===== src/hdl/frs_pkg.sv =====
// Shared types, constants and reply tables of the frame streams receiver.
`default_nettype none
package frs_pkg;

    // frame streams control types and field type
    localparam logic [31:0] CT_ACCEPT          = 32'd1;
    localparam logic [31:0] CT_START           = 32'd2;
    localparam logic [31:0] CT_STOP            = 32'd3;
    localparam logic [31:0] CT_READY           = 32'd4;
    localparam logic [31:0] CT_FINISH          = 32'd5;
    localparam logic [31:0] FIELD_CONTENT_TYPE = 32'd1;

    localparam logic [31:0] CONTROL_LEN_MAX = 32'd512;
    localparam logic [31:0] CONTENT_LEN_MAX = 32'd256;
    localparam logic [31:0] CSTR_LEN        = 32'd22;

    // ACCEPT reply: 20 header bytes then the content string
    localparam int ACCEPT_LEN = 42;
    localparam int FINISH_LEN = 12;

    // result kinds
    localparam logic [1:0] KIND_PAYLOAD = 2'd0;
    localparam logic [1:0] KIND_REPLY   = 2'd1;
    localparam logic [1:0] KIND_STOPPED = 2'd2;
    localparam logic [1:0] KIND_ERROR   = 2'd3;

    // error codes
    localparam logic [2:0] ERR_NONE        = 3'd0;
    localparam logic [2:0] ERR_CTRL_LEN    = 3'd1;
    localparam logic [2:0] ERR_BAD_FIELD   = 3'd2;
    localparam logic [2:0] ERR_CONTENT     = 3'd3;
    localparam logic [2:0] ERR_UNEXPECTED  = 3'd4;
    localparam logic [2:0] ERR_DATA_EARLY  = 3'd5;

    // events handed from parser to emitter
    localparam logic [2:0] EV_DATA   = 3'd0;
    localparam logic [2:0] EV_ERR    = 3'd1;
    localparam logic [2:0] EV_ACCEPT = 3'd2;
    localparam logic [2:0] EV_FINISH = 3'd3;
    localparam logic [2:0] EV_STOP   = 3'd4;

    typedef struct packed {
        logic [7:0] rx_byte;
    } rx_item_t;

    typedef struct packed {
        logic [1:0] out_kind;
        logic [7:0] out_byte;
        logic       out_last;
        logic [2:0] err_code;
    } result_t;

    typedef struct packed {
        logic [2:0] kind;
        logic [7:0] data;
        logic       last;
        logic [2:0] err;
    } ev_t;

    // "protobuf:dnstap.Dnstap"
    function automatic logic [7:0] content_char(input logic [4:0] idx);
        logic [7:0] c;
        case (idx)
            5'd0:    c = 8'h70;
            5'd1:    c = 8'h72;
            5'd2:    c = 8'h6f;
            5'd3:    c = 8'h74;
            5'd4:    c = 8'h6f;
            5'd5:    c = 8'h62;
            5'd6:    c = 8'h75;
            5'd7:    c = 8'h66;
            5'd8:    c = 8'h3a;
            5'd9:    c = 8'h64;
            5'd10:   c = 8'h6e;
            5'd11:   c = 8'h73;
            5'd12:   c = 8'h74;
            5'd13:   c = 8'h61;
            5'd14:   c = 8'h70;
            5'd15:   c = 8'h2e;
            5'd16:   c = 8'h44;
            5'd17:   c = 8'h6e;
            5'd18:   c = 8'h73;
            5'd19:   c = 8'h74;
            5'd20:   c = 8'h61;
            5'd21:   c = 8'h70;
            default: c = 8'h00;
        endcase
        return c;
    endfunction

    function automatic logic [7:0] accept_byte(input logic [5:0] idx);
        logic [7:0] c;
        if (idx < 6'd20)
        begin
            case (idx)
                6'd7:    c = 8'd34;
                6'd11:   c = CT_ACCEPT[7:0];
                6'd15:   c = FIELD_CONTENT_TYPE[7:0];
                6'd19:   c = CSTR_LEN[7:0];
                default: c = 8'h00;
            endcase
        end
        else
        begin
            c = content_char(5'(idx - 6'd20));
        end
        return c;
    endfunction

    function automatic logic [7:0] finish_byte(input logic [3:0] idx);
        logic [7:0] c;
        case (idx)
            4'd7:    c = 8'd4;
            4'd11:   c = CT_FINISH[7:0];
            default: c = 8'h00;
        endcase
        return c;
    endfunction

endpackage
`default_nettype wire


===== src/hdl/frs_chan_if.sv =====
// Valid/ready channel carrying one payload per beat.
`default_nettype none
interface frs_chan_if #(parameter type payload_t = logic) ();
    logic     valid;
    logic     ready;
    payload_t data;

    modport source (output valid, output data, input ready);
    modport sink   (input valid, input data, output ready);
endinterface
`default_nettype wire


===== src/hdl/frs_parser.sv =====
// Byte-level frame parser and handshake state machine; at most one event per beat.
`default_nettype none
module frs_parser (
    input  wire logic         clk,
    input  wire logic         rst_n,
    frs_chan_if.sink          rx,
    input  wire logic         take,
    output logic              ev_valid,
    output frs_pkg::ev_t      ev
);

    localparam logic [2:0] PH_WAIT       = 3'd0;
    localparam logic [2:0] PH_WAIT_START = 3'd1;
    localparam logic [2:0] PH_STARTED    = 3'd2;
    localparam logic [2:0] PH_STOPPED    = 3'd3;
    localparam logic [2:0] PH_HALTED     = 3'd4;

    localparam logic [2:0] ST_LEN        = 3'd0;
    localparam logic [2:0] ST_CTRL_LEN   = 3'd1;
    localparam logic [2:0] ST_CTRL_TYPE  = 3'd2;
    localparam logic [2:0] ST_FIELD_TYPE = 3'd3;
    localparam logic [2:0] ST_FIELD_LEN  = 3'd4;
    localparam logic [2:0] ST_CONTENT    = 3'd5;
    localparam logic [2:0] ST_SKIP       = 3'd6;
    localparam logic [2:0] ST_DATA       = 3'd7;

    // control type classes
    localparam logic [1:0] CK_OTHER = 2'd0;
    localparam logic [1:0] CK_READY = 2'd1;
    localparam logic [1:0] CK_START = 2'd2;
    localparam logic [1:0] CK_STOP  = 2'd3;

    logic [2:0]  phase_reg, phase_next;
    logic        bidir_reg, bidir_next;
    logic [2:0]  step_reg, step_next;
    logic [23:0] accum_reg, accum_next;
    logic [1:0]  biw_reg, biw_next;
    logic [31:0] rem_reg, rem_next;
    logic [1:0]  ckind_reg, ckind_next;
    logic        cmatch_reg, cmatch_next;

    logic        accept;
    logic [7:0]  b;
    logic [31:0] word;
    logic [1:0]  biw_inc;
    logic [31:0] rem_dec;
    logic [1:0]  word_class;
    logic [1:0]  kind_sel;
    logic [4:0]  cidx;

    logic        do_ctl;
    logic        fail;
    logic [2:0]  fail_code;

    logic        ctl_fail;
    logic [2:0]  ctl_phase;
    logic        ctl_bidir;
    logic        ctl_ev_valid;
    logic [2:0]  ctl_ev_kind;

    assign rx.ready = take;
    assign accept   = rx.valid && take;
    assign b        = rx.data.rx_byte;
    assign word     = {accum_reg, b};
    assign biw_inc  = biw_reg + 2'd1;
    assign rem_dec  = (rem_reg != 32'd0) ? rem_reg - 32'd1 : 32'd0;
    // only meaningful while the content still matches, when at most 22 bytes remain
    assign cidx     = 5'(frs_pkg::CSTR_LEN[4:0] - rem_reg[4:0]);

    always_comb
    begin
        if (word == frs_pkg::CT_READY)
            word_class = CK_READY;
        else if (word == frs_pkg::CT_START)
            word_class = CK_START;
        else if (word == frs_pkg::CT_STOP)
            word_class = CK_STOP;
        else
            word_class = CK_OTHER;
    end

    // the type word itself is judged when a bare control frame ends on it
    assign kind_sel = (step_reg == ST_CTRL_TYPE) ? word_class : ckind_reg;

    // handshake decision at the end of a control frame
    always_comb
    begin
        ctl_fail     = 1'b0;
        ctl_phase    = phase_reg;
        ctl_bidir    = bidir_reg;
        ctl_ev_valid = 1'b0;
        ctl_ev_kind  = frs_pkg::EV_STOP;
        unique case (phase_reg)
            PH_WAIT:
            begin
                if (kind_sel == CK_READY)
                begin
                    ctl_bidir    = 1'b1;
                    ctl_ev_valid = 1'b1;
                    ctl_ev_kind  = frs_pkg::EV_ACCEPT;
                    ctl_phase    = PH_WAIT_START;
                end
                else if (kind_sel == CK_START)
                    ctl_phase = PH_STARTED;
                else
                    ctl_fail = 1'b1;
            end
            PH_WAIT_START:
            begin
                if (kind_sel == CK_START)
                    ctl_phase = PH_STARTED;
                else
                    ctl_fail = 1'b1;
            end
            default:
            begin
                if (kind_sel == CK_STOP)
                begin
                    ctl_ev_valid = 1'b1;
                    ctl_ev_kind  = bidir_reg ? frs_pkg::EV_FINISH : frs_pkg::EV_STOP;
                    ctl_phase    = PH_STOPPED;
                end
                else
                    ctl_fail = 1'b1;
            end
        endcase
    end

    always_comb
    begin
        phase_next  = phase_reg;
        bidir_next  = bidir_reg;
        step_next   = step_reg;
        accum_next  = accum_reg;
        biw_next    = biw_reg;
        rem_next    = rem_reg;
        ckind_next  = ckind_reg;
        cmatch_next = cmatch_reg;
        do_ctl      = 1'b0;
        fail        = 1'b0;
        fail_code   = frs_pkg::ERR_NONE;
        ev_valid    = 1'b0;
        ev          = '0;

        if (accept && (phase_reg < PH_STOPPED))
        begin
            case (step_reg)
                ST_DATA:
                begin
                    ev_valid = 1'b1;
                    ev.kind  = frs_pkg::EV_DATA;
                    ev.data  = b;
                    ev.last  = (rem_reg <= 32'd1);
                    rem_next = rem_dec;
                    if (rem_dec == 32'd0)
                        step_next = ST_LEN;
                end
                ST_CONTENT:
                begin
                    if (cmatch_reg && (b != frs_pkg::content_char(cidx)))
                        cmatch_next = 1'b0;
                    rem_next = rem_dec;
                    if (rem_dec == 32'd0)
                    begin
                        if (!cmatch_next)
                        begin
                            fail      = 1'b1;
                            fail_code = frs_pkg::ERR_CONTENT;
                        end
                        else
                            do_ctl = 1'b1;
                    end
                end
                ST_SKIP:
                begin
                    rem_next = rem_dec;
                    if (rem_dec == 32'd0)
                        do_ctl = 1'b1;
                end
                default:
                begin
                    accum_next = word[23:0];
                    biw_next   = biw_inc;
                    if (biw_inc == 2'd0)
                    begin
                        case (step_reg)
                            ST_LEN:
                            begin
                                if (word == 32'd0)
                                    step_next = ST_CTRL_LEN;
                                else if (phase_reg != PH_STARTED)
                                begin
                                    fail      = 1'b1;
                                    fail_code = frs_pkg::ERR_DATA_EARLY;
                                end
                                else
                                begin
                                    rem_next  = word;
                                    step_next = ST_DATA;
                                end
                            end
                            ST_CTRL_LEN:
                            begin
                                if ((word < 32'd4) || (word > frs_pkg::CONTROL_LEN_MAX))
                                begin
                                    fail      = 1'b1;
                                    fail_code = frs_pkg::ERR_CTRL_LEN;
                                end
                                else
                                begin
                                    rem_next  = word - 32'd4;
                                    step_next = ST_CTRL_TYPE;
                                end
                            end
                            ST_CTRL_TYPE:
                            begin
                                ckind_next = word_class;
                                if ((word_class == CK_READY) || (word_class == CK_START))
                                begin
                                    if (rem_reg < 32'd8)
                                    begin
                                        fail      = 1'b1;
                                        fail_code = frs_pkg::ERR_CTRL_LEN;
                                    end
                                    else
                                    begin
                                        rem_next  = rem_reg - 32'd8;
                                        step_next = ST_FIELD_TYPE;
                                    end
                                end
                                else if (rem_reg == 32'd0)
                                    do_ctl = 1'b1;
                                else
                                    step_next = ST_SKIP;
                            end
                            ST_FIELD_TYPE:
                            begin
                                cmatch_next = (word == frs_pkg::FIELD_CONTENT_TYPE);
                                step_next   = ST_FIELD_LEN;
                            end
                            ST_FIELD_LEN:
                            begin
                                if (!cmatch_reg || (word > frs_pkg::CONTENT_LEN_MAX)
                                    || (word != rem_reg))
                                begin
                                    fail      = 1'b1;
                                    fail_code = frs_pkg::ERR_BAD_FIELD;
                                end
                                else if (word == 32'd0)
                                begin
                                    // empty field can never match the content string
                                    cmatch_next = 1'b0;
                                    fail        = 1'b1;
                                    fail_code   = frs_pkg::ERR_CONTENT;
                                end
                                else
                                begin
                                    cmatch_next = (word == frs_pkg::CSTR_LEN);
                                    step_next   = ST_CONTENT;
                                end
                            end
                            default:
                            begin
                                step_next = ST_LEN;
                            end
                        endcase
                    end
                end
            endcase

            if (do_ctl && ctl_fail)
            begin
                fail      = 1'b1;
                fail_code = frs_pkg::ERR_UNEXPECTED;
            end

            if (fail)
            begin
                phase_next = PH_HALTED;
                step_next  = ST_LEN;
                biw_next   = 2'd0;
                ev_valid   = 1'b1;
                ev         = '0;
                ev.kind    = frs_pkg::EV_ERR;
                ev.err     = fail_code;
            end
            else if (do_ctl)
            begin
                step_next  = ST_LEN;
                biw_next   = 2'd0;
                phase_next = ctl_phase;
                bidir_next = ctl_bidir;
                ev_valid   = ctl_ev_valid;
                ev.kind    = ctl_ev_kind;
            end
        end
    end

    always_ff @(posedge clk or negedge rst_n)
    begin
        if (!rst_n)
        begin
            phase_reg  <= PH_WAIT;
            bidir_reg  <= 1'b0;
            step_reg   <= ST_LEN;
            accum_reg  <= '0;
            biw_reg    <= 2'd0;
            rem_reg    <= '0;
            ckind_reg  <= CK_OTHER;
            cmatch_reg <= 1'b1;
        end
        else
        begin
            phase_reg  <= phase_next;
            bidir_reg  <= bidir_next;
            step_reg   <= step_next;
            accum_reg  <= accum_next;
            biw_reg    <= biw_next;
            rem_reg    <= rem_next;
            ckind_reg  <= ckind_next;
            cmatch_reg <= cmatch_next;
        end
    end

endmodule
`default_nettype wire


===== src/hdl/frs_emitter.sv =====
// Event register and result register; expands reply events into byte bursts.
`default_nettype none
module frs_emitter (
    input  wire logic          clk,
    input  wire logic          rst_n,
    input  wire logic          ev_valid,
    input  wire frs_pkg::ev_t  ev,
    output logic               take,
    frs_chan_if.source         result
);

    localparam logic [5:0] ACCEPT_END = 6'(frs_pkg::ACCEPT_LEN - 1);
    localparam logic [5:0] FINISH_END = 6'(frs_pkg::FINISH_LEN - 1);
    localparam logic [5:0] FINISH_STOP = 6'(frs_pkg::FINISH_LEN);

    logic              ev_valid_reg;
    frs_pkg::ev_t      ev_reg;
    logic [5:0]        idx_reg, idx_next;
    logic              res_valid_reg, res_valid_next;
    frs_pkg::result_t  res_reg, res_next;

    logic              out_load;
    logic              emit;
    logic              done;
    frs_pkg::result_t  elem;

    assign out_load = !res_valid_reg || result.ready;

    // beat of the pending event at position idx_reg
    always_comb
    begin
        elem = '0;
        emit = 1'b1;
        done = 1'b1;
        case (ev_reg.kind)
            frs_pkg::EV_DATA:
            begin
                elem.out_kind = frs_pkg::KIND_PAYLOAD;
                elem.out_byte = ev_reg.data;
                elem.out_last = ev_reg.last;
            end
            frs_pkg::EV_ERR:
            begin
                elem.out_kind = frs_pkg::KIND_ERROR;
                elem.err_code = ev_reg.err;
            end
            frs_pkg::EV_ACCEPT:
            begin
                elem.out_kind = frs_pkg::KIND_REPLY;
                elem.out_byte = frs_pkg::accept_byte(idx_reg);
                elem.out_last = (idx_reg == ACCEPT_END);
                done          = (idx_reg == ACCEPT_END);
            end
            frs_pkg::EV_FINISH:
            begin
                if (idx_reg < FINISH_STOP)
                begin
                    elem.out_kind = frs_pkg::KIND_REPLY;
                    elem.out_byte = frs_pkg::finish_byte(idx_reg[3:0]);
                    elem.out_last = (idx_reg == FINISH_END);
                    done          = 1'b0;
                end
                else
                    elem.out_kind = frs_pkg::KIND_STOPPED;
            end
            frs_pkg::EV_STOP:
            begin
                elem.out_kind = frs_pkg::KIND_STOPPED;
            end
            default:
            begin
                emit = 1'b0;
            end
        endcase
    end

    logic fire;
    logic ev_done;

    assign fire    = ev_valid_reg && out_load;
    assign ev_done = fire && done;
    assign take    = !ev_valid_reg || ev_done;

    always_comb
    begin
        res_valid_next = res_valid_reg;
        res_next       = res_reg;
        idx_next       = idx_reg;
        if (out_load)
        begin
            res_valid_next = fire && emit;
            res_next       = elem;
        end
        if (ev_done || (ev_valid && take))
            idx_next = 6'd0;
        else if (fire)
            idx_next = idx_reg + 6'd1;
    end

    always_ff @(posedge clk or negedge rst_n)
    begin
        if (!rst_n)
        begin
            ev_valid_reg  <= 1'b0;
            idx_reg       <= 6'd0;
            res_valid_reg <= 1'b0;
        end
        else
        begin
            if (ev_valid && take)
                ev_valid_reg <= 1'b1;
            else if (ev_done)
                ev_valid_reg <= 1'b0;
            idx_reg       <= idx_next;
            res_valid_reg <= res_valid_next;
        end
    end

    always_ff @(posedge clk)
    begin
        if (ev_valid && take)
            ev_reg <= ev;
        res_reg <= res_next;
    end

    assign result.valid = res_valid_reg;
    assign result.data  = res_reg;

endmodule
`default_nettype wire


===== src/hdl/frame_streams_receiver_core.sv =====
// Frame streams receiver: byte parser, handshake machine and result emitter.
// A byte's event goes to the event register, then its result to the result register.
// Throughput: 1 byte per cycle while results are taken; the input is held while
// the 42-byte ACCEPT reply to READY, or a bidirectional STOP's FINISH reply, goes out.
// Reset (rst_n, async): parser back to waiting for READY or START, pending
// events and results dropped.
`default_nettype none
module frame_streams_receiver_core (
    input  wire logic  clk,
    input  wire logic  rst_n,
    frs_chan_if.sink   rx,
    frs_chan_if.source result
);

    logic          take;
    logic          ev_valid;
    frs_pkg::ev_t  ev;

    frs_parser u_parser (
        .clk      (clk),
        .rst_n    (rst_n),
        .rx       (rx),
        .take     (take),
        .ev_valid (ev_valid),
        .ev       (ev)
    );

    frs_emitter u_emitter (
        .clk      (clk),
        .rst_n    (rst_n),
        .ev_valid (ev_valid),
        .ev       (ev),
        .take     (take),
        .result   (result)
    );

    // events are only raised on an accepted beat
    a_ev_on_beat: assert property (@(posedge clk) disable iff (!rst_n)
        ev_valid |-> (rx.valid && rx.ready))
        else $error("event raised without an accepted beat");

    // error code set exactly on error results
    a_err_code: assert property (@(posedge clk) disable iff (!rst_n)
        result.valid |-> ((result.data.out_kind == frs_pkg::KIND_ERROR)
                          == (result.data.err_code != frs_pkg::ERR_NONE)))
        else $error("error code does not match result kind");

    // stop and error results carry no byte and no last flag
    a_status_clean: assert property (@(posedge clk) disable iff (!rst_n)
        (result.valid && ((result.data.out_kind == frs_pkg::KIND_STOPPED)
                          || (result.data.out_kind == frs_pkg::KIND_ERROR)))
        |-> ((result.data.out_byte == 8'd0) && !result.data.out_last))
        else $error("status result carries payload");

endmodule
`default_nettype wire


===== src/flat_wrapper.sv =====
// flat-port wrapper written by rule: the top's interface ports become plain ports
module frame_streams_receiver_core_flat import frs_pkg::*;
  (clk, rst_n, rx_valid, rx_data, rx_ready, result_valid, result_data, result_ready);
  frs_chan_if #(.payload_t(rx_item_t)) rx_i ();
  frs_chan_if #(.payload_t(result_t)) result_i ();
  input  wire logic clk;
  input  wire logic rst_n;
  input wire logic [$bits(rx_i.valid)-1:0] rx_valid;
  input wire logic [$bits(rx_i.data)-1:0] rx_data;
  output wire logic [$bits(rx_i.ready)-1:0] rx_ready;
  output wire logic [$bits(result_i.valid)-1:0] result_valid;
  output wire logic [$bits(result_i.data)-1:0] result_data;
  input wire logic [$bits(result_i.ready)-1:0] result_ready;
  assign rx_i.valid = rx_valid;
  assign rx_i.data = rx_data;
  assign rx_ready = rx_i.ready;
  assign result_valid = result_i.valid;
  assign result_data = result_i.data;
  assign result_i.ready = result_ready;
  frame_streams_receiver_core u_core (.clk(clk), .rst_n(rst_n), .rx(rx_i), .result(result_i));
endmodule

===== config.mk =====
export PLATFORM = sky130hd
export DESIGN_NAME = frame_streams_receiver_core_flat
export DESIGN_NICKNAME = d
export VERILOG_FILES = /design/src/hdl/frs_pkg.sv /design/src/hdl/frs_chan_if.sv /design/src/hdl/frs_parser.sv /design/src/hdl/frs_emitter.sv /design/src/hdl/frame_streams_receiver_core.sv /design/src/flat_wrapper.sv
export SDC_FILE = /design/constraint.sdc
export NUM_CORES = 1
export LEC_CHECK = 0
export BUFFER_PORTS_ARGS = -buffer_cell sky130_fd_sc_hd__buf_2
export CORE_UTILIZATION = 55
export CTS_CLUSTER_DIAMETER = 30
export DETAILED_ROUTE_END_ITERATION = 6
export PLACE_DENSITY_LB_ADDON = 0.1
export SLEW_MARGIN = 15
export SYNTH_ARGS = -nofsm -noshare
export SYNTH_HDL_FRONTEND = slang
export SYNTH_SLANG_ARGS = --single-unit

===== constraint.sdc =====
create_clock -name clk -period 4.8 [get_ports clk]
set_input_delay 0.48 -clock clk [delete_from_list [all_inputs] [get_ports clk]]
set_output_delay 0.48 -clock clk [all_outputs]
set_load 0.05 [all_outputs]

==> flow_metrics.py <==
metrics = {
    "outcome": {
        "outcome": "complete, no violations",
    },
    "worst_hold_path": {
        "hold_class": "input pin to async pin",
    },
    "global_routing": {
        "grt_pass1_wl_um": 53930,
        "overflow": 0,
        "grt_pass1_vias": 9401,
        "antenna_found_initial": 0,
        "grt_max_degree": 77,
        "track_usage_pct": 39.19,
    },
    "setup_path": {
        "rr_startpoint": "u_core.u_parser.accum_reg[13]",
        "critPathMaxFanout": 15,
        "crit_path_top_delay_cell": "or4_4",
        "crit_chain": "or4_1, or4_4, or2_4, nor3_1, a21oi_1, ha_1, o21ai_0, nand2_1, nand2_1, o221ai_1, or4b_1, o21ai_1, o21ai_2, o31a_1, buf_12",
        "ff2ff_setup_slack_ps": 260,
        "crit_path_end_kind": "flip-flop",
        "arrival_ps": 4670,
        "cp-start-kind": "flip-flop",
        "critPathRequiredTime_ps": 4930,
        "critical-path-max-stage-delay_ps": 590,
        "regToRegEndpoint": "u_core.u_emitter.ev_reg[8]",
        "worstRegToRegCells": 15,
        "crit_path_frequent_cell": "nand2_1",
        "crit_type": "flip-flop to flip-flop",
    },
    "detailed_routing": {
        "met3WireLength_um": 2878,
        "routedLengthMet1_um": 13340,
        "highest_layer": "met4",
        "drtAntennaViolNets": 0,
        "route.detailed.wl_per_inst_um": 23.76,
        "route.detailed.drc": 0,
        "drt-initial-drc-count": 1135,
        "wirelength_um": 34760,
        "viasPerCell": 6.856,
        "num_vias": 10030,
        "first_pass_iters": 6,
        "wl_met2_um": 16640,
    },
    "synth": {
        "synth_seq_cells": 105,
        "syn_nets": 1280,
        "syn_area_per_cell_um2": 7.803,
        "synthAdderAreaFrac_pct": 3.357,
        "synth_top_family_by_area": "simple AND/OR/NAND/NOR gates",
        "synth_cell_types": 97,
        "synth_area_leaders": "dfrtp_1 (19%), edfxtp_1 (9.0%), nand2_1 (6.5%)",
        "synthArstFlopShare_pct": 72.38,
        "synth_edf_count": 29,
        "synth.cell_area_um2": 9692,
        "synthSimpleGateAreaFrac_pct": 29.87,
        "ys.flop_type": "dfrtp_1",
        "synth.top_cell.area_share_pct": 19.36,
        "synthMuxAreaShare_pct": 1.833,
        "synthXorXnorAreaFrac_pct": 7.475,
        "synth_warnings": 0,
        "yosysTopAreaCell": "dfrtp_1",
        "yosysSeqAreaShare_pct": 28.62,
        "synth-compound-area-share_pct": 23.17,
        "netlist_instances": 1242,
    },
    "clock_network": {
        "cts_hold_repair.buffers": 0,
        "h-tree-depth": 3,
        "clockBufferDepth": 2,
        "cts_tree": "done",
        "cts.sinks": 105,
        "numCtsBuffers": 9,
        "cts-root-buf": "clkbuf_16",
        "postCtsSetupBuffers": 0,
        "insertion_delay_ps": 370,
        "path_clk_slew_ps": 80,
        "post_cts_resize_count": 0,
    },
    "timing": {
        "finalSetupTns_ps": 0,
        "setup_viol": 0,
        "rsz0062_at_grt": "no",
        "drv_slew": 0,
        "fin_crit_sh_pct": 94.50,
        "post-route-min-period_ps": 4536,
        "tightest_slew_ps": 971.5,
        "hold_viol": 0,
        "fmax_mhz": 220.5,
        "max_slew_margin_pct": 34.74,
        "skew_ps": 12.14,
    },
    "floorplanning": {
        "die_w_um": 134.7,
        "die-area_um2": 18160,
        "io_pins": 28,
        "die-height_um": 134.7,
        "core_um2": 17240,
        "start_util_pct": 56.23,
        "row_count": 48,
    },
    "power_and_ir_drop": {
        "leakagePower_nw": 4.260,
        "irDropWorstVdd_uv": 217.8,
        "powerDensity_nw_per_um2": 321.0,
    },
    "placed_design": {
        "dpl.hpwl_um": 25500,
        "io_buffers": 27,
        "gp_congestion": 1.028,
        "dpl_cell_area_um2": 10140,
    },
    "cells_and_area": {
        "largest_reg_flops": 32,
        "fin_nets": 1271,
        "design_area_um2": 10450,
        "fill_cells": 1571,
        "num_antenna_cells": 0,
        "area_growth_pct": 7.837,
        "drive_gt1_share_pct": 12.04,
    },
    "job": {
        "drv_cap": 0,
    },
}
-- layer usage --
metal,up-vias,track usage [%]
li1,4570,-
met1,4754,47.28
met2,557,66.27
met3,150,6.231
met4,0,22.60
met5,-,0
-- cell usage in the layout, fill, tap and decap left out, drive strengths merged, types with 7 or more instances in the layout --
| master | n |
|---|---|
| o31a | 12 |
| nand4 | 23 |
| nor2 | 87 |
| ha | 26 |
| clkbuf | 10 |
| buf | 87 |
| mux2i | 11 |
| and3 | 10 |
| and2 | 9 |
| a22oi | 7 |
| or4 | 17 |
| a21oi | 57 |
| nor2b | 16 |
| o21ai | 94 |
| nand3 | 43 |
| nand2b | 13 |
| edfxtp | 29 |
| dfrtp | 75 |
| o211ai | 9 |
| o221ai | 8 |
| xor2 | 39 |
| inv | 36 |
| o21a | 13 |
| o31ai | 21 |
| or3 | 22 |
| o311ai | 11 |
| nand2 | 168 |
| nor4 | 42 |
| a31oi | 16 |
| o22ai | 16 |
| o41ai | 8 |
| nor3 | 52 |
| nor3b | 9 |
| xnor2 | 42 |
-- worst max-delay path: cells and delay by family (launching register included) --
family / cells / cell delay, ps
buffers and inverters: 1 / 160
AO/OA/AOI/OAI: 6 / 1050
flip-flops: 1 / 470
AND/OR/NAND/NOR: 7 / 2280
adder cells (fa/ha/maj): 1 / 310
-- worst max-delay path by stage --
stage,start,end,cells after the start
2_1_floorplan,u_core.u_parser.accum_reg[12],u_core.u_emitter.ev_reg[0],15
3_3_place_gp,u_core.u_parser.accum_reg[13],u_core.u_emitter.ev_reg[11],15
3_5_place_dp,u_core.u_parser.accum_reg[13],u_core.u_emitter.ev_reg[11],15
4_1_cts,u_core.u_parser.accum_reg[13],u_core.u_emitter.ev_reg[8],15
5_1_grt,u_core.u_parser.accum_reg[14],u_core.u_emitter.ev_reg[11],15
6_report,u_core.u_parser.accum_reg[13],u_core.u_emitter.ev_reg[8],15
-- where the power goes --
group | switching (mW) | leakage [nW] | internal (mW)
combinational | 0.909 | 2.84 | 0.576
clock | 0.401 | 0.143 | 0.367
sequential | 0.140 | 1.27 | 0.962
-- Yosys cell counts, drive strengths merged, types with 10 or more instances --
cell type,count
o311ai,11
or4,17
nand3,43
dfrtp,75
or3,22
a31oi,16
a21oi,57
o21ai,94
mux2i,11
nand4,23
clkbuf,90
o31ai,21
o21a,13
nor2b,16
nor2,87
and3,10
xor2,39
edfxtp,29
o31a,12
o22ai,16
nor3,52
buf,17
ha,26
inv,32
nor4,42
xnor2,42
nand2,168
nand2b,13
-- per-stage QoR --
step           hold WS [ps]  power, mW  setup WS (ps)  std cells  util, %
2_1_floorplan         184.4      2.168          417.5       1242        -
3_3_place_gp          478.0      2.542          387.8       1446    58.85
3_5_place_dp          485.1      2.554          327.8       1446    58.85
4_1_cts               335.0      3.311          292.2       1462    60.52
5_1_grt               134.0      3.508          28.97       1463    60.63
6_report              89.05      3.355          264.1       1463    60.63
-- final cells by class --
class / count / area, um2 / area share [%]
Sequential cell: 105 / 2774 / 26.54
Clock buffer: 10 / 229.0 / 2.191
Timing Repair Buffer: 87 / 613.1 / 5.866
Multi-Input combinational cell: 997 / 6371 / 60.96
Inverter: 33 / 123.9 / 1.185
Tap cell: 225 / 281.5 / 2.694
Clock inverter: 6 / 58.81 / 0.5627
-- cell families (layout without fill, tap and decap cells) --
| kind of cell | Yosys count | after routing |
|---|---|---|
| AO/OA/AOI/OAI | 330 | 330 |
| XOR/XNOR | 81 | 81 |
| adder cells (fa/ha/maj) | 26 | 26 |
| buffers and inverters | 140 | 136 |
| flip-flops | 105 | 105 |
| multiplexers | 16 | 16 |
| AND/OR/NAND/NOR | 544 | 544 |
Power figures use the tool's default switching activity.
